File: src/ddc_pkg.sv
// Shared types and constants for the door drive controller.
// Holds direction and action codes, register indexes and the item and result structs.
// Depends on nothing.
package ddc_pkg;

  typedef enum logic [1:0] {
    DIR_NONE  = 2'd0,
    DIR_OPEN  = 2'd1,
    DIR_CLOSE = 2'd2
  } dir_t;

  typedef enum logic [2:0] {
    ACT_POLL      = 3'd0,
    ACT_INIT      = 3'd1,
    ACT_EXT_OPEN  = 3'd2,
    ACT_EXT_CLOSE = 3'd3,
    ACT_EXT_STOP  = 3'd4
  } action_t;

  localparam int unsigned SETTLE_W  = 16;
  localparam int unsigned MAX_RUN_W = 20;
  localparam int unsigned TIME_W    = 32;
  localparam int unsigned DATA_W    = 32;
  localparam int unsigned ADDR_W    = 3;

  localparam logic [0:0] REG_CLOSED_SETTLE = 1'd0;
  localparam logic [0:0] REG_MAX_RUN       = 1'd1;

  localparam logic [SETTLE_W-1:0]  SETTLE_RESET  = 16'd1000;
  localparam logic [MAX_RUN_W-1:0] MAX_RUN_RESET = 20'd60000;

  typedef struct packed {
    logic [SETTLE_W-1:0]  closed_settle_ms;
    logic [MAX_RUN_W-1:0] max_run_ms;
  } cfg_t;

  typedef struct packed {
    logic [2:0]        action;
    logic [TIME_W-1:0] now_ms;
    logic              button_level;
    logic              open_switch_hit;
    logic              closed_switch_hit;
    logic              is_daylight;
    logic              is_cold;
    logic              late_open_due;
  } item_t;

  typedef struct packed {
    dir_t motor_run;
    dir_t end_position;
    dir_t next_direction;
    logic fault_switch;
    logic fault_timeout;
  } result_t;

endpackage

File: src/ddc_cfg.sv
// Configuration registers of the door drive controller behind an APB-style port.
// Holds the closed switch settle time and the maximum run time.
// Depends on ddc_pkg.
module ddc_cfg (
  input  logic                        clk,
  input  logic                        rst_n,
  input  logic                        psel,
  input  logic                        penable,
  input  logic                        pwrite,
  input  logic [ddc_pkg::ADDR_W-1:0]  paddr,
  input  logic [ddc_pkg::DATA_W-1:0]  pwdata,
  output logic [ddc_pkg::DATA_W-1:0]  prdata,
  output logic                        pready,
  output ddc_pkg::cfg_t               cfg
);

  logic [ddc_pkg::SETTLE_W-1:0]  settle_r;
  logic [ddc_pkg::MAX_RUN_W-1:0] max_run_r;
  logic [0:0]                    reg_idx;
  logic                          wr_en;

  assign pready  = 1'b1;
  assign reg_idx = paddr[2:2];
  assign wr_en   = psel && penable && pwrite;

  always_ff @(posedge clk) begin
    if (!rst_n) begin
      settle_r  <= ddc_pkg::SETTLE_RESET;
      max_run_r <= ddc_pkg::MAX_RUN_RESET;
    end else if (wr_en) begin
      unique case (reg_idx)
        ddc_pkg::REG_CLOSED_SETTLE: settle_r  <= pwdata[ddc_pkg::SETTLE_W-1:0];
        ddc_pkg::REG_MAX_RUN:       max_run_r <= pwdata[ddc_pkg::MAX_RUN_W-1:0];
      endcase
    end
  end

  always_comb begin
    unique case (reg_idx)
      ddc_pkg::REG_CLOSED_SETTLE:
        prdata = {{(ddc_pkg::DATA_W-ddc_pkg::SETTLE_W){1'b0}}, settle_r};
      ddc_pkg::REG_MAX_RUN:
        prdata = {{(ddc_pkg::DATA_W-ddc_pkg::MAX_RUN_W){1'b0}}, max_run_r};
    endcase
  end

  assign cfg.closed_settle_ms = settle_r;
  assign cfg.max_run_ms       = max_run_r;

endmodule

File: src/ddc_ctrl.sv
// Door control state and its update for one item, registered when the item fires.
// Qualifies the switches, tracks faults and decides the motor command.
// Depends on ddc_pkg.
module ddc_ctrl (
  input  logic             clk,
  input  logic             rst_n,
  input  logic             fire,
  input  ddc_pkg::item_t   item,
  input  ddc_pkg::cfg_t    cfg,
  output ddc_pkg::result_t res
);

  ddc_pkg::dir_t               run_dir_r, run_dir_nxt;
  ddc_pkg::dir_t               next_dir_r, next_dir_nxt;
  ddc_pkg::dir_t               pos_now_r, pos_now_nxt;
  ddc_pkg::dir_t               pos_saved_r, pos_saved_nxt;
  logic                        button_saved_r, button_saved_nxt;
  logic                        day_saved_r, day_saved_nxt;
  logic                        closed_seen_r, closed_seen_nxt;
  logic [ddc_pkg::TIME_W-1:0]  seen_time_r, seen_time_nxt;
  logic [ddc_pkg::TIME_W-1:0]  start_time_r, start_time_nxt;
  logic                        postponed_r, postponed_nxt;
  logic                        fault_sw_r, fault_sw_nxt;
  logic                        fault_to_r, fault_to_nxt;

  logic [ddc_pkg::TIME_W-1:0]  seen_elapsed;
  logic [ddc_pkg::TIME_W-1:0]  run_elapsed;
  logic                        settle_done;
  logic                        run_overdue;
  ddc_pkg::action_t            act;

  function automatic ddc_pkg::dir_t stop_next(input ddc_pkg::dir_t run);
    return (run == ddc_pkg::DIR_OPEN) ? ddc_pkg::DIR_CLOSE : ddc_pkg::DIR_OPEN;
  endfunction

  assign act          = ddc_pkg::action_t'(item.action);
  assign seen_elapsed = item.now_ms - seen_time_r;
  assign run_elapsed  = item.now_ms - start_time_r;
  // A switch first seen on this item has zero elapsed time and cannot qualify yet.
  assign settle_done  = closed_seen_r &&
      (seen_elapsed > {{(ddc_pkg::TIME_W-ddc_pkg::SETTLE_W){1'b0}}, cfg.closed_settle_ms});
  assign run_overdue  =
      (run_elapsed > {{(ddc_pkg::TIME_W-ddc_pkg::MAX_RUN_W){1'b0}}, cfg.max_run_ms});

  always_comb begin
    logic          done;
    ddc_pkg::dir_t pos;
    done             = 1'b0;
    pos              = ddc_pkg::DIR_NONE;
    run_dir_nxt      = run_dir_r;
    next_dir_nxt     = next_dir_r;
    pos_now_nxt      = pos_now_r;
    pos_saved_nxt    = pos_saved_r;
    button_saved_nxt = button_saved_r;
    day_saved_nxt    = day_saved_r;
    closed_seen_nxt  = closed_seen_r;
    seen_time_nxt    = seen_time_r;
    start_time_nxt   = start_time_r;
    postponed_nxt    = postponed_r;
    fault_sw_nxt     = fault_sw_r;
    fault_to_nxt     = fault_to_r;

    case (act)
      ddc_pkg::ACT_POLL: begin
        if (item.open_switch_hit && item.closed_switch_hit) begin
          fault_sw_nxt = 1'b1;
          next_dir_nxt = stop_next(run_dir_nxt);
          run_dir_nxt  = ddc_pkg::DIR_NONE;
          done         = 1'b1;
        end
        if (!done) begin
          if (item.open_switch_hit) begin
            pos = ddc_pkg::DIR_OPEN;
          end
          if (item.closed_switch_hit) begin
            if (!closed_seen_r) begin
              seen_time_nxt   = item.now_ms;
              closed_seen_nxt = 1'b1;
            end
            if (settle_done) begin
              pos = ddc_pkg::DIR_CLOSE;
            end
          end else begin
            closed_seen_nxt = 1'b0;
          end
          pos_now_nxt = pos;

          if (pos_saved_r != pos) begin
            pos_saved_nxt = pos;
            if (run_dir_nxt == ddc_pkg::DIR_NONE) begin
              fault_sw_nxt = 1'b1;
            end
            if (run_dir_nxt != pos && pos != ddc_pkg::DIR_NONE) begin
              fault_sw_nxt = 1'b1;
              next_dir_nxt = stop_next(run_dir_nxt);
              run_dir_nxt  = ddc_pkg::DIR_NONE;
            end
          end

          if (run_dir_nxt != ddc_pkg::DIR_NONE) begin
            if (run_overdue) begin
              fault_to_nxt = 1'b1;
              next_dir_nxt = stop_next(run_dir_nxt);
              run_dir_nxt  = ddc_pkg::DIR_NONE;
              done         = 1'b1;
            end else if (run_dir_nxt == pos) begin
              next_dir_nxt = stop_next(run_dir_nxt);
              run_dir_nxt  = ddc_pkg::DIR_NONE;
              done         = 1'b1;
            end
          end
        end

        if (!done && button_saved_r != item.button_level) begin
          button_saved_nxt = item.button_level;
          if (item.button_level) begin
            fault_sw_nxt = 1'b0;
            fault_to_nxt = 1'b0;
            if (run_dir_nxt != ddc_pkg::DIR_NONE) begin
              next_dir_nxt = stop_next(run_dir_nxt);
              run_dir_nxt  = ddc_pkg::DIR_NONE;
              done         = 1'b1;
            end else if (next_dir_nxt == ddc_pkg::DIR_OPEN ||
                         next_dir_nxt == ddc_pkg::DIR_CLOSE) begin
              run_dir_nxt    = next_dir_nxt;
              start_time_nxt = item.now_ms;
              done           = 1'b1;
            end
          end
        end

        if (!done && day_saved_r != item.is_daylight) begin
          day_saved_nxt = item.is_daylight;
          if (!item.is_daylight && pos != ddc_pkg::DIR_CLOSE) begin
            run_dir_nxt    = ddc_pkg::DIR_CLOSE;
            start_time_nxt = item.now_ms;
            done           = 1'b1;
          end else if (item.is_daylight && pos != ddc_pkg::DIR_OPEN) begin
            if (!item.is_cold) begin
              run_dir_nxt    = ddc_pkg::DIR_OPEN;
              start_time_nxt = item.now_ms;
              done           = 1'b1;
            end else begin
              postponed_nxt = 1'b1;
            end
          end
        end

        if (!done && day_saved_nxt && pos != ddc_pkg::DIR_OPEN && postponed_nxt &&
            item.late_open_due) begin
          postponed_nxt  = 1'b0;
          run_dir_nxt    = ddc_pkg::DIR_OPEN;
          start_time_nxt = item.now_ms;
        end
      end

      ddc_pkg::ACT_INIT: begin
        run_dir_nxt   = ddc_pkg::DIR_NONE;
        day_saved_nxt = item.is_daylight;
        pos_saved_nxt = ddc_pkg::DIR_NONE;
        next_dir_nxt  = ddc_pkg::DIR_CLOSE;
        if (item.open_switch_hit) begin
          pos_saved_nxt = ddc_pkg::DIR_OPEN;
          next_dir_nxt  = ddc_pkg::DIR_CLOSE;
        end
        if (item.closed_switch_hit) begin
          pos_saved_nxt   = ddc_pkg::DIR_CLOSE;
          next_dir_nxt    = ddc_pkg::DIR_OPEN;
          closed_seen_nxt = 1'b1;
          seen_time_nxt   = item.now_ms -
              {{(ddc_pkg::TIME_W-ddc_pkg::SETTLE_W){1'b0}}, cfg.closed_settle_ms};
        end
      end

      ddc_pkg::ACT_EXT_OPEN: begin
        fault_sw_nxt   = 1'b0;
        fault_to_nxt   = 1'b0;
        run_dir_nxt    = ddc_pkg::DIR_OPEN;
        start_time_nxt = item.now_ms;
      end

      ddc_pkg::ACT_EXT_CLOSE: begin
        fault_sw_nxt   = 1'b0;
        fault_to_nxt   = 1'b0;
        run_dir_nxt    = ddc_pkg::DIR_CLOSE;
        start_time_nxt = item.now_ms;
      end

      ddc_pkg::ACT_EXT_STOP: begin
        fault_sw_nxt = 1'b0;
        fault_to_nxt = 1'b0;
        next_dir_nxt = stop_next(run_dir_r);
        run_dir_nxt  = ddc_pkg::DIR_NONE;
      end

      default: begin
      end
    endcase
  end

  always_ff @(posedge clk) begin
    if (!rst_n) begin
      run_dir_r      <= ddc_pkg::DIR_NONE;
      next_dir_r     <= ddc_pkg::DIR_CLOSE;
      pos_now_r      <= ddc_pkg::DIR_NONE;
      pos_saved_r    <= ddc_pkg::DIR_NONE;
      button_saved_r <= 1'b0;
      day_saved_r    <= 1'b0;
      closed_seen_r  <= 1'b0;
      seen_time_r    <= '0;
      start_time_r   <= '0;
      postponed_r    <= 1'b0;
      fault_sw_r     <= 1'b0;
      fault_to_r     <= 1'b0;
    end else if (fire) begin
      run_dir_r      <= run_dir_nxt;
      next_dir_r     <= next_dir_nxt;
      pos_now_r      <= pos_now_nxt;
      pos_saved_r    <= pos_saved_nxt;
      button_saved_r <= button_saved_nxt;
      day_saved_r    <= day_saved_nxt;
      closed_seen_r  <= closed_seen_nxt;
      seen_time_r    <= seen_time_nxt;
      start_time_r   <= start_time_nxt;
      postponed_r    <= postponed_nxt;
      fault_sw_r     <= fault_sw_nxt;
      fault_to_r     <= fault_to_nxt;
    end
  end

  assign res.motor_run      = run_dir_nxt;
  assign res.end_position   = pos_now_nxt;
  assign res.next_direction = next_dir_nxt;
  assign res.fault_switch   = fault_sw_nxt;
  assign res.fault_timeout  = fault_to_nxt;

endmodule

File: src/door_drive_controller.sv
// Top level of the door drive controller: input register, control update, result register.
// Depends on ddc_pkg, ddc_cfg and ddc_ctrl.
//
// Each item on the input channel yields exactly one result item, the controller state after
// that item. The block takes one item per clock cycle while the result channel does not
// stall. The control update works on the input register, and the result register takes the
// result at the same edge as the state registers take the new state. When the result channel
// stalls, the result register holds, the input register fills and then the input channel
// stalls. After reset the settle time is 1000 ms and the maximum run time 60000 ms; write
// them through the APB port only while no item is in flight.
module door_drive_controller (
  input  logic                        clk,
  input  logic                        rst_n,
  input  logic                        in_valid,
  output logic                        in_stall,
  input  logic [2:0]                  in_action,
  input  logic [31:0]                 in_now_ms,
  input  logic                        in_button_level,
  input  logic                        in_open_switch_hit,
  input  logic                        in_closed_switch_hit,
  input  logic                        in_is_daylight,
  input  logic                        in_is_cold,
  input  logic                        in_late_open_due,
  output logic                        out_valid,
  input  logic                        out_stall,
  output logic [1:0]                  out_motor_run,
  output logic [1:0]                  out_end_position,
  output logic [1:0]                  out_next_direction,
  output logic                        out_fault_switch,
  output logic                        out_fault_timeout,
  input  logic                        psel,
  input  logic                        penable,
  input  logic                        pwrite,
  input  logic [ddc_pkg::ADDR_W-1:0]  paddr,
  input  logic [ddc_pkg::DATA_W-1:0]  pwdata,
  output logic [ddc_pkg::DATA_W-1:0]  prdata,
  output logic                        pready
);

  logic             in_v_r;
  ddc_pkg::item_t   in_item_r;
  logic             out_v_r;
  ddc_pkg::result_t out_res_r;
  logic             fire;
  logic             in_take;
  ddc_pkg::cfg_t    cfg;
  ddc_pkg::result_t res;

  assign fire     = in_v_r && (!out_v_r || !out_stall);
  assign in_stall = in_v_r && !fire;
  assign in_take  = in_valid && !in_stall;

  always_ff @(posedge clk) begin
    if (!rst_n) begin
      in_v_r <= 1'b0;
    end else if (!in_stall) begin
      in_v_r <= in_valid;
    end
  end

  always_ff @(posedge clk) begin
    if (in_take) begin
      in_item_r.action            <= in_action;
      in_item_r.now_ms            <= in_now_ms;
      in_item_r.button_level      <= in_button_level;
      in_item_r.open_switch_hit   <= in_open_switch_hit;
      in_item_r.closed_switch_hit <= in_closed_switch_hit;
      in_item_r.is_daylight       <= in_is_daylight;
      in_item_r.is_cold           <= in_is_cold;
      in_item_r.late_open_due     <= in_late_open_due;
    end
  end

  ddc_cfg u_cfg (
    .clk     (clk),
    .rst_n   (rst_n),
    .psel    (psel),
    .penable (penable),
    .pwrite  (pwrite),
    .paddr   (paddr),
    .pwdata  (pwdata),
    .prdata  (prdata),
    .pready  (pready),
    .cfg     (cfg)
  );

  ddc_ctrl u_ctrl (
    .clk   (clk),
    .rst_n (rst_n),
    .fire  (fire),
    .item  (in_item_r),
    .cfg   (cfg),
    .res   (res)
  );

  always_ff @(posedge clk) begin
    if (!rst_n) begin
      out_v_r <= 1'b0;
    end else if (!out_v_r || !out_stall) begin
      out_v_r <= fire;
    end
  end

  always_ff @(posedge clk) begin
    if (fire) begin
      out_res_r <= res;
    end
  end

  assign out_valid          = out_v_r;
  assign out_motor_run      = out_res_r.motor_run;
  assign out_end_position   = out_res_r.end_position;
  assign out_next_direction = out_res_r.next_direction;
  assign out_fault_switch   = out_res_r.fault_switch;
  assign out_fault_timeout  = out_res_r.fault_timeout;

endmodule

File: config.mk
export PLATFORM = sky130hd
export DESIGN_NAME = door_drive_controller
export DESIGN_NICKNAME = d
export VERILOG_FILES = /design/src/ddc_pkg.sv /design/src/ddc_cfg.sv /design/src/ddc_ctrl.sv /design/src/door_drive_controller.sv
export SDC_FILE = /design/constraint.sdc
export NUM_CORES = 1
export LEC_CHECK = 0
export BUFFER_PORTS_ARGS = -buffer_cell sky130_fd_sc_hd__buf_2
export CAP_MARGIN = 40
export CORE_MARGIN = 2
export CORE_UTILIZATION = 45
export CTS_CLUSTER_SIZE = 8
export DETAILED_ROUTE_END_ITERATION = 8
export SLEW_MARGIN = 20
export SYNTH_ARGS = -nofsm -noshare
export SYNTH_HDL_FRONTEND = slang
export SYNTH_SLANG_ARGS = --single-unit
export TNS_END_PERCENT = 1
File: constraint.sdc
create_clock -name clk -period 6.5 [get_ports clk]
set_input_delay 0.65 -clock clk [delete_from_list [all_inputs] [get_ports clk]]
set_output_delay 0.65 -clock clk [all_outputs]
set_load 0.02 [all_outputs]
==> metrics.txt <==
# TYPE chip_impl_metric gauge
chip_impl_metric{name="drt-pass1-iter-count",unit=""} 5
chip_impl_metric{name="final.fill_count",unit=""} 2796
chip_impl_metric{name="yosysWarningCount",unit=""} 0
chip_impl_metric{name="route.detailed.vias_per_inst",unit=""} 5.70
chip_impl_metric{name="dpl_worst_slack",unit="ns"} -0.101
chip_impl_metric{name="clock.fmax",unit="MHz"} 159
chip_impl_metric{name="die_ht",unit="um"} 174
chip_impl_metric{name="crit_required",unit="ns"} 6.82
chip_impl_metric{name="placeableCoreArea",unit="um2"} 28500
chip_impl_metric{name="synth-async-reset-ratio",unit=""} 0
chip_impl_metric{name="cts.sink_count",unit=""} 165
chip_impl_info{name="clock_tree.root_cell",value="clkbuf_16"} 1
chip_impl_metric{name="overall_die_width",unit="um"} 174
chip_impl_info{name="holdCritStartpoint",value="in_now_ms[3]"} 1
chip_impl_metric{name="gr-total-overflow",unit=""} 0
chip_impl_info{name="rr_endpoint",value="u_ctrl.start_time_r[21]$_SDFFE_PN0P_"} 1
chip_impl_info{name="worst_hold_path.endpoint",value="in_item_r[9]$_DFFE_PP_"} 1
chip_impl_info{name="critical_path.endpoint_type",value="flop"} 1
chip_impl_metric{name="drt-initial-drc-count",unit=""} 1088
chip_impl_metric{name="maximum_number_of_pins_on_one_net_before_global_route_repair",unit=""} 79
chip_impl_info{name="final_cell_mix",value="nand2_1 (256), a21oi_1 (154), inv_1 (132), dfxtp_1 (116), ha_1 (112)"} 1
chip_impl_metric{name="synth_seq_cells",unit=""} 165
chip_impl_metric{name="clk_transition_reported_paths",unit="ns"} 0.08
chip_impl_metric{name="finClkSkew",unit="ns"} 0.0194
chip_impl_metric{name="final_nets",unit=""} 1964
chip_impl_metric{name="ff2ff_path_depth",unit=""} 30
chip_impl_info{name="cts_tree",value="yes"} 1
chip_impl_info{name="startpoint",value="in_item_r[7]$_DFFE_PP_"} 1
chip_impl_metric{name="ys_seq_area_frac",unit=""} 0.293
chip_impl_metric{name="synth_edf_count",unit=""} 49
chip_impl_metric{name="gr-usage-all-layers",unit=""} 0.248
chip_impl_metric{name="dpl.hpwl",unit="mm"} 29.4
chip_impl_info{name="synth_ff_type",value="dfxtp_1"} 1
chip_impl_metric{name="drt_wl_total",unit="mm"} 38.0
chip_impl_metric{name="finalWorstSetupSlack",unit="ns"} 0.227
chip_impl_metric{name="power.total",unit="uW"} 2880
chip_impl_metric{name="whs_path_depth",unit=""} 1
chip_impl_metric{name="final_cell_count_no_fill",unit=""} 2162
chip_impl_info{name="outcome",value="completed"} 1
chip_impl_info{name="cp_common_cell",value="buf_4"} 1
chip_impl_info{name="synth.area.top_cells",value="dfxtp_1 (18%), edfxtp_1 (11%), ha_1 (11%)"} 1
chip_impl_metric{name="htree_levels",unit=""} 4
chip_impl_metric{name="syn_area",unit="um2"} 12900
chip_impl_metric{name="cap_violations",unit=""} 0
chip_impl_metric{name="postSynthCellCount",unit=""} 1653
chip_impl_metric{name="final_util",unit=""} 0.521
chip_impl_metric{name="pwr_density_cell",unit="nW/um2"} 194
chip_impl_metric{name="holdBufCountCts",unit=""} 0
chip_impl_info{name="path_class",value="flop to flop"} 1
chip_impl_metric{name="finalCriticalPeriod",unit="ns"} 6.27
chip_impl_metric{name="synth_top_area_share",unit=""} 0.179
chip_impl_metric{name="cts_inserted_buffers",unit=""} 17
chip_impl_metric{name="timing.hold.ws",unit="ns"} 0.379
chip_impl_metric{name="antenna_found_initial",unit=""} 2
chip_impl_metric{name="wire_length_of_the_first_global_routing_pass",unit="mm"} 59.7
chip_impl_metric{name="number_of_global_route_vias_before_repair",unit=""} 11200
chip_impl_metric{name="floorplan.die_area",unit="um2"} 30100
chip_impl_metric{name="worstPathMaxFanout",unit=""} 8
chip_impl_metric{name="cts_max_path_buffers",unit=""} 2
chip_impl_metric{name="finalCritPeriodShare",unit=""} 0.965
chip_impl_metric{name="postSynthAreaPerCell",unit="um2"} 7.83
chip_impl_metric{name="placement_rows",unit=""} 62
chip_impl_metric{name="max_slew.worst_pin.slew",unit="ns"} 0.805
chip_impl_metric{name="irDropWorstVdd",unit="V"} 0.000138
chip_impl_info{name="start_kind",value="flop"} 1
chip_impl_metric{name="placedCellCount",unit=""} 2116
chip_impl_metric{name="gpl.final_weighted_congestion",unit=""} 0.962
chip_impl_metric{name="finalSetupViolCount",unit=""} 0
chip_impl_metric{name="cellLeakagePower",unit="uW"} 0.00583
chip_impl_metric{name="drt-wirelength-per-cell",unit="um"} 17.6
chip_impl_info{name="yosysTopAreaCell",value="dfxtp_1"} 1
chip_impl_metric{name="worst_skew_pair.late_latency",unit="ns"} 0.45
chip_impl_metric{name="drive_gt1_frac",unit=""} 0.136
chip_impl_metric{name="timing_max_transition_violations_final",unit=""} 0
chip_impl_metric{name="arrival_time_at_the_worst_endpoint",unit="ns"} 6.60
chip_impl_metric{name="antenna_violating_nets_post_route",unit=""} 0
chip_impl_metric{name="worst-r2r-setup-slack",unit="ns"} 0.23
chip_impl_info{name="worst_path_max_delay_cell",value="edfxtp_1"} 1
chip_impl_metric{name="slowest_delay",unit="ns"} 0.45
chip_impl_metric{name="io_pins",unit=""} 126
chip_impl_metric{name="floorplan.initialDensity",unit=""} 0.454
chip_impl_info{name="hold_class",value="primary input to flop"} 1
chip_impl_metric{name="vias",unit=""} 12300
chip_impl_metric{name="yosys.cell_types.count",unit=""} 85
chip_impl_metric{name="area.growth.synth_to_final",unit="%"} 14.6
chip_impl_metric{name="route.detailed.drc",unit=""} 0
chip_impl_metric{name="timing.max_slew.rel_slack",unit=""} 0.459
chip_impl_metric{name="io_buffers",unit=""} 98
chip_impl_info{name="mostFrequentLayoutCell",value="nand2_1"} 1
chip_impl_info{name="critical_path.reg2reg.startpoint",value="in_item_r[7]$_DFFE_PP_"} 1
chip_impl_metric{name="timing.final.hold_violations",unit=""} 0
-- layout make-up --
| type | count | area [um2] | area share |
|---|---|---|---|
| multi-input combinational | 1283 | 8420 | 0.568 |
| sequential | 165 | 3790 | 0.256 |
| timing repair buffer | 163 | 1040 | 0.0699 |
| clock buffer | 23 | 531 | 0.0358 |
| inverter | 134 | 503 | 0.0339 |
| tap | 384 | 480 | 0.0324 |
| clock inverter | 9 | 60.1 | 0.00405 |
| antenna | 1 | 2.50 | 0.000169 |
-- synthesized netlist by cell type (23+ instances only) --
library cell  number
nand2b_1          23
edfxtp_1          49
a21oi_1          155
o21ai_0           95
xnor2_1           35
nor3_1            33
nand2_1          256
ha_1             114
dfxtp_1          116
xor2_1            23
nor2_1           107
nand4_1           30
mux2i_1           41
clkbuf_1          57
inv_1            133
a211oi_1          24
o211ai_1          30
-- repair_timing --
| action | in CTS | in global routing |
|---|---|---|
| hold endpoints to repair | 0 | 0 |
| setup buffers | 0 | 11 |
| gates resized for setup | 1 | 24 |
| pin swaps | 0 | 20 |
| gates cloned | 0 | 2 |
| setup endpoints to repair | 1 | 45 |
-- state kept, by name, indices dropped and copies added, names as in the netlist, 16 cells and up --
| register | flops |
|---|---|
| in_item_r | 41 |
| u_ctrl.seen_time_r | 32 |
| u_ctrl.start_time_r | 32 |
| u_cfg.max_run_r | 20 |
| u_cfg.settle_r | 16 |
-- metrics by stage --
step,cell area [um2],setup TNS [ns]
after CTS,14600,0
after global routing,14800,-0.494
after global placement,14000,0
after floorplan,13000,0
after detailed placement,14000,-0.101
final,14800,0
-- cells by family (layout without fill, tap and decap cells) --
kind of cell / after synthesis / after routing / share of synthesized area
mux: 46 / 46 / 0.0364
fa+ha+maj: 117 / 117 / 0.115
other cells: 2 / 14 / 0.000580
buf+inv: 216 / 329 / 0.0692
flops: 165 / 165 / 0.293
xor+xnor: 58 / 58 / 0.0393
simple gates: 572 / 572 / 0.207
compound gates: 477 / 477 / 0.240
-- per-layer routing --
layer  routed length (um)  vias to the layer above  GRT usage
met3                 2140                       57     0.0414
li1                     -                     6133          -
met1                18600                     5803      0.362
met4                  896                        0     0.0749
met5                    0                        -          0
met2                16400                      332      0.373
-- report_power, final --
group / leakage, uW / internal (uW) / switching (uW)
sequential: 0.00142 / 1100 / 43.0
combinational: 0.00412 / 294 / 433
clock: 0.000288 / 575 / 434
total: 0.00583 / 1970 / 909
-- how the worst max path moves through the flow --
| stage | endpoint | cells after the start | slack, ns |
|---|---|---|---|
| final | u_ctrl.start_time_r[21]$_SDFFE_PN0P_ | 30 | 0.23 |
| after global routing | u_ctrl.start_time_r[21]$_SDFFE_PN0P_ | 30 | -0.03 |
| after CTS | out_motor_run[0]$_DFFE_PP_ | 27 | 0.004 |
| after detailed placement | out_motor_run[0]$_DFFE_PP_ | 27 | -0.10 |
| after global placement | out_motor_run[0]$_DFFE_PP_ | 27 | 0.01 |
| after floorplan | out_motor_run[0]$_DFFE_PP_ | 27 | 0.79 |
-- worst max-delay path, delay by kind of cell (launching register included) --
kind / cells / cell delay [ns]
buffers and inverters: 6 / 1.03
DFF: 1 / 0.45
muxes: 1 / 0.12
and+or+nand+nor: 10 / 1.82
AOI/OAI and AO/OA: 10 / 2.03
adders and majority gates: 2 / 0.60
xor gates and xnor gates: 1 / 0.10
No activity file was read; power rests on OpenSTA's default activity.
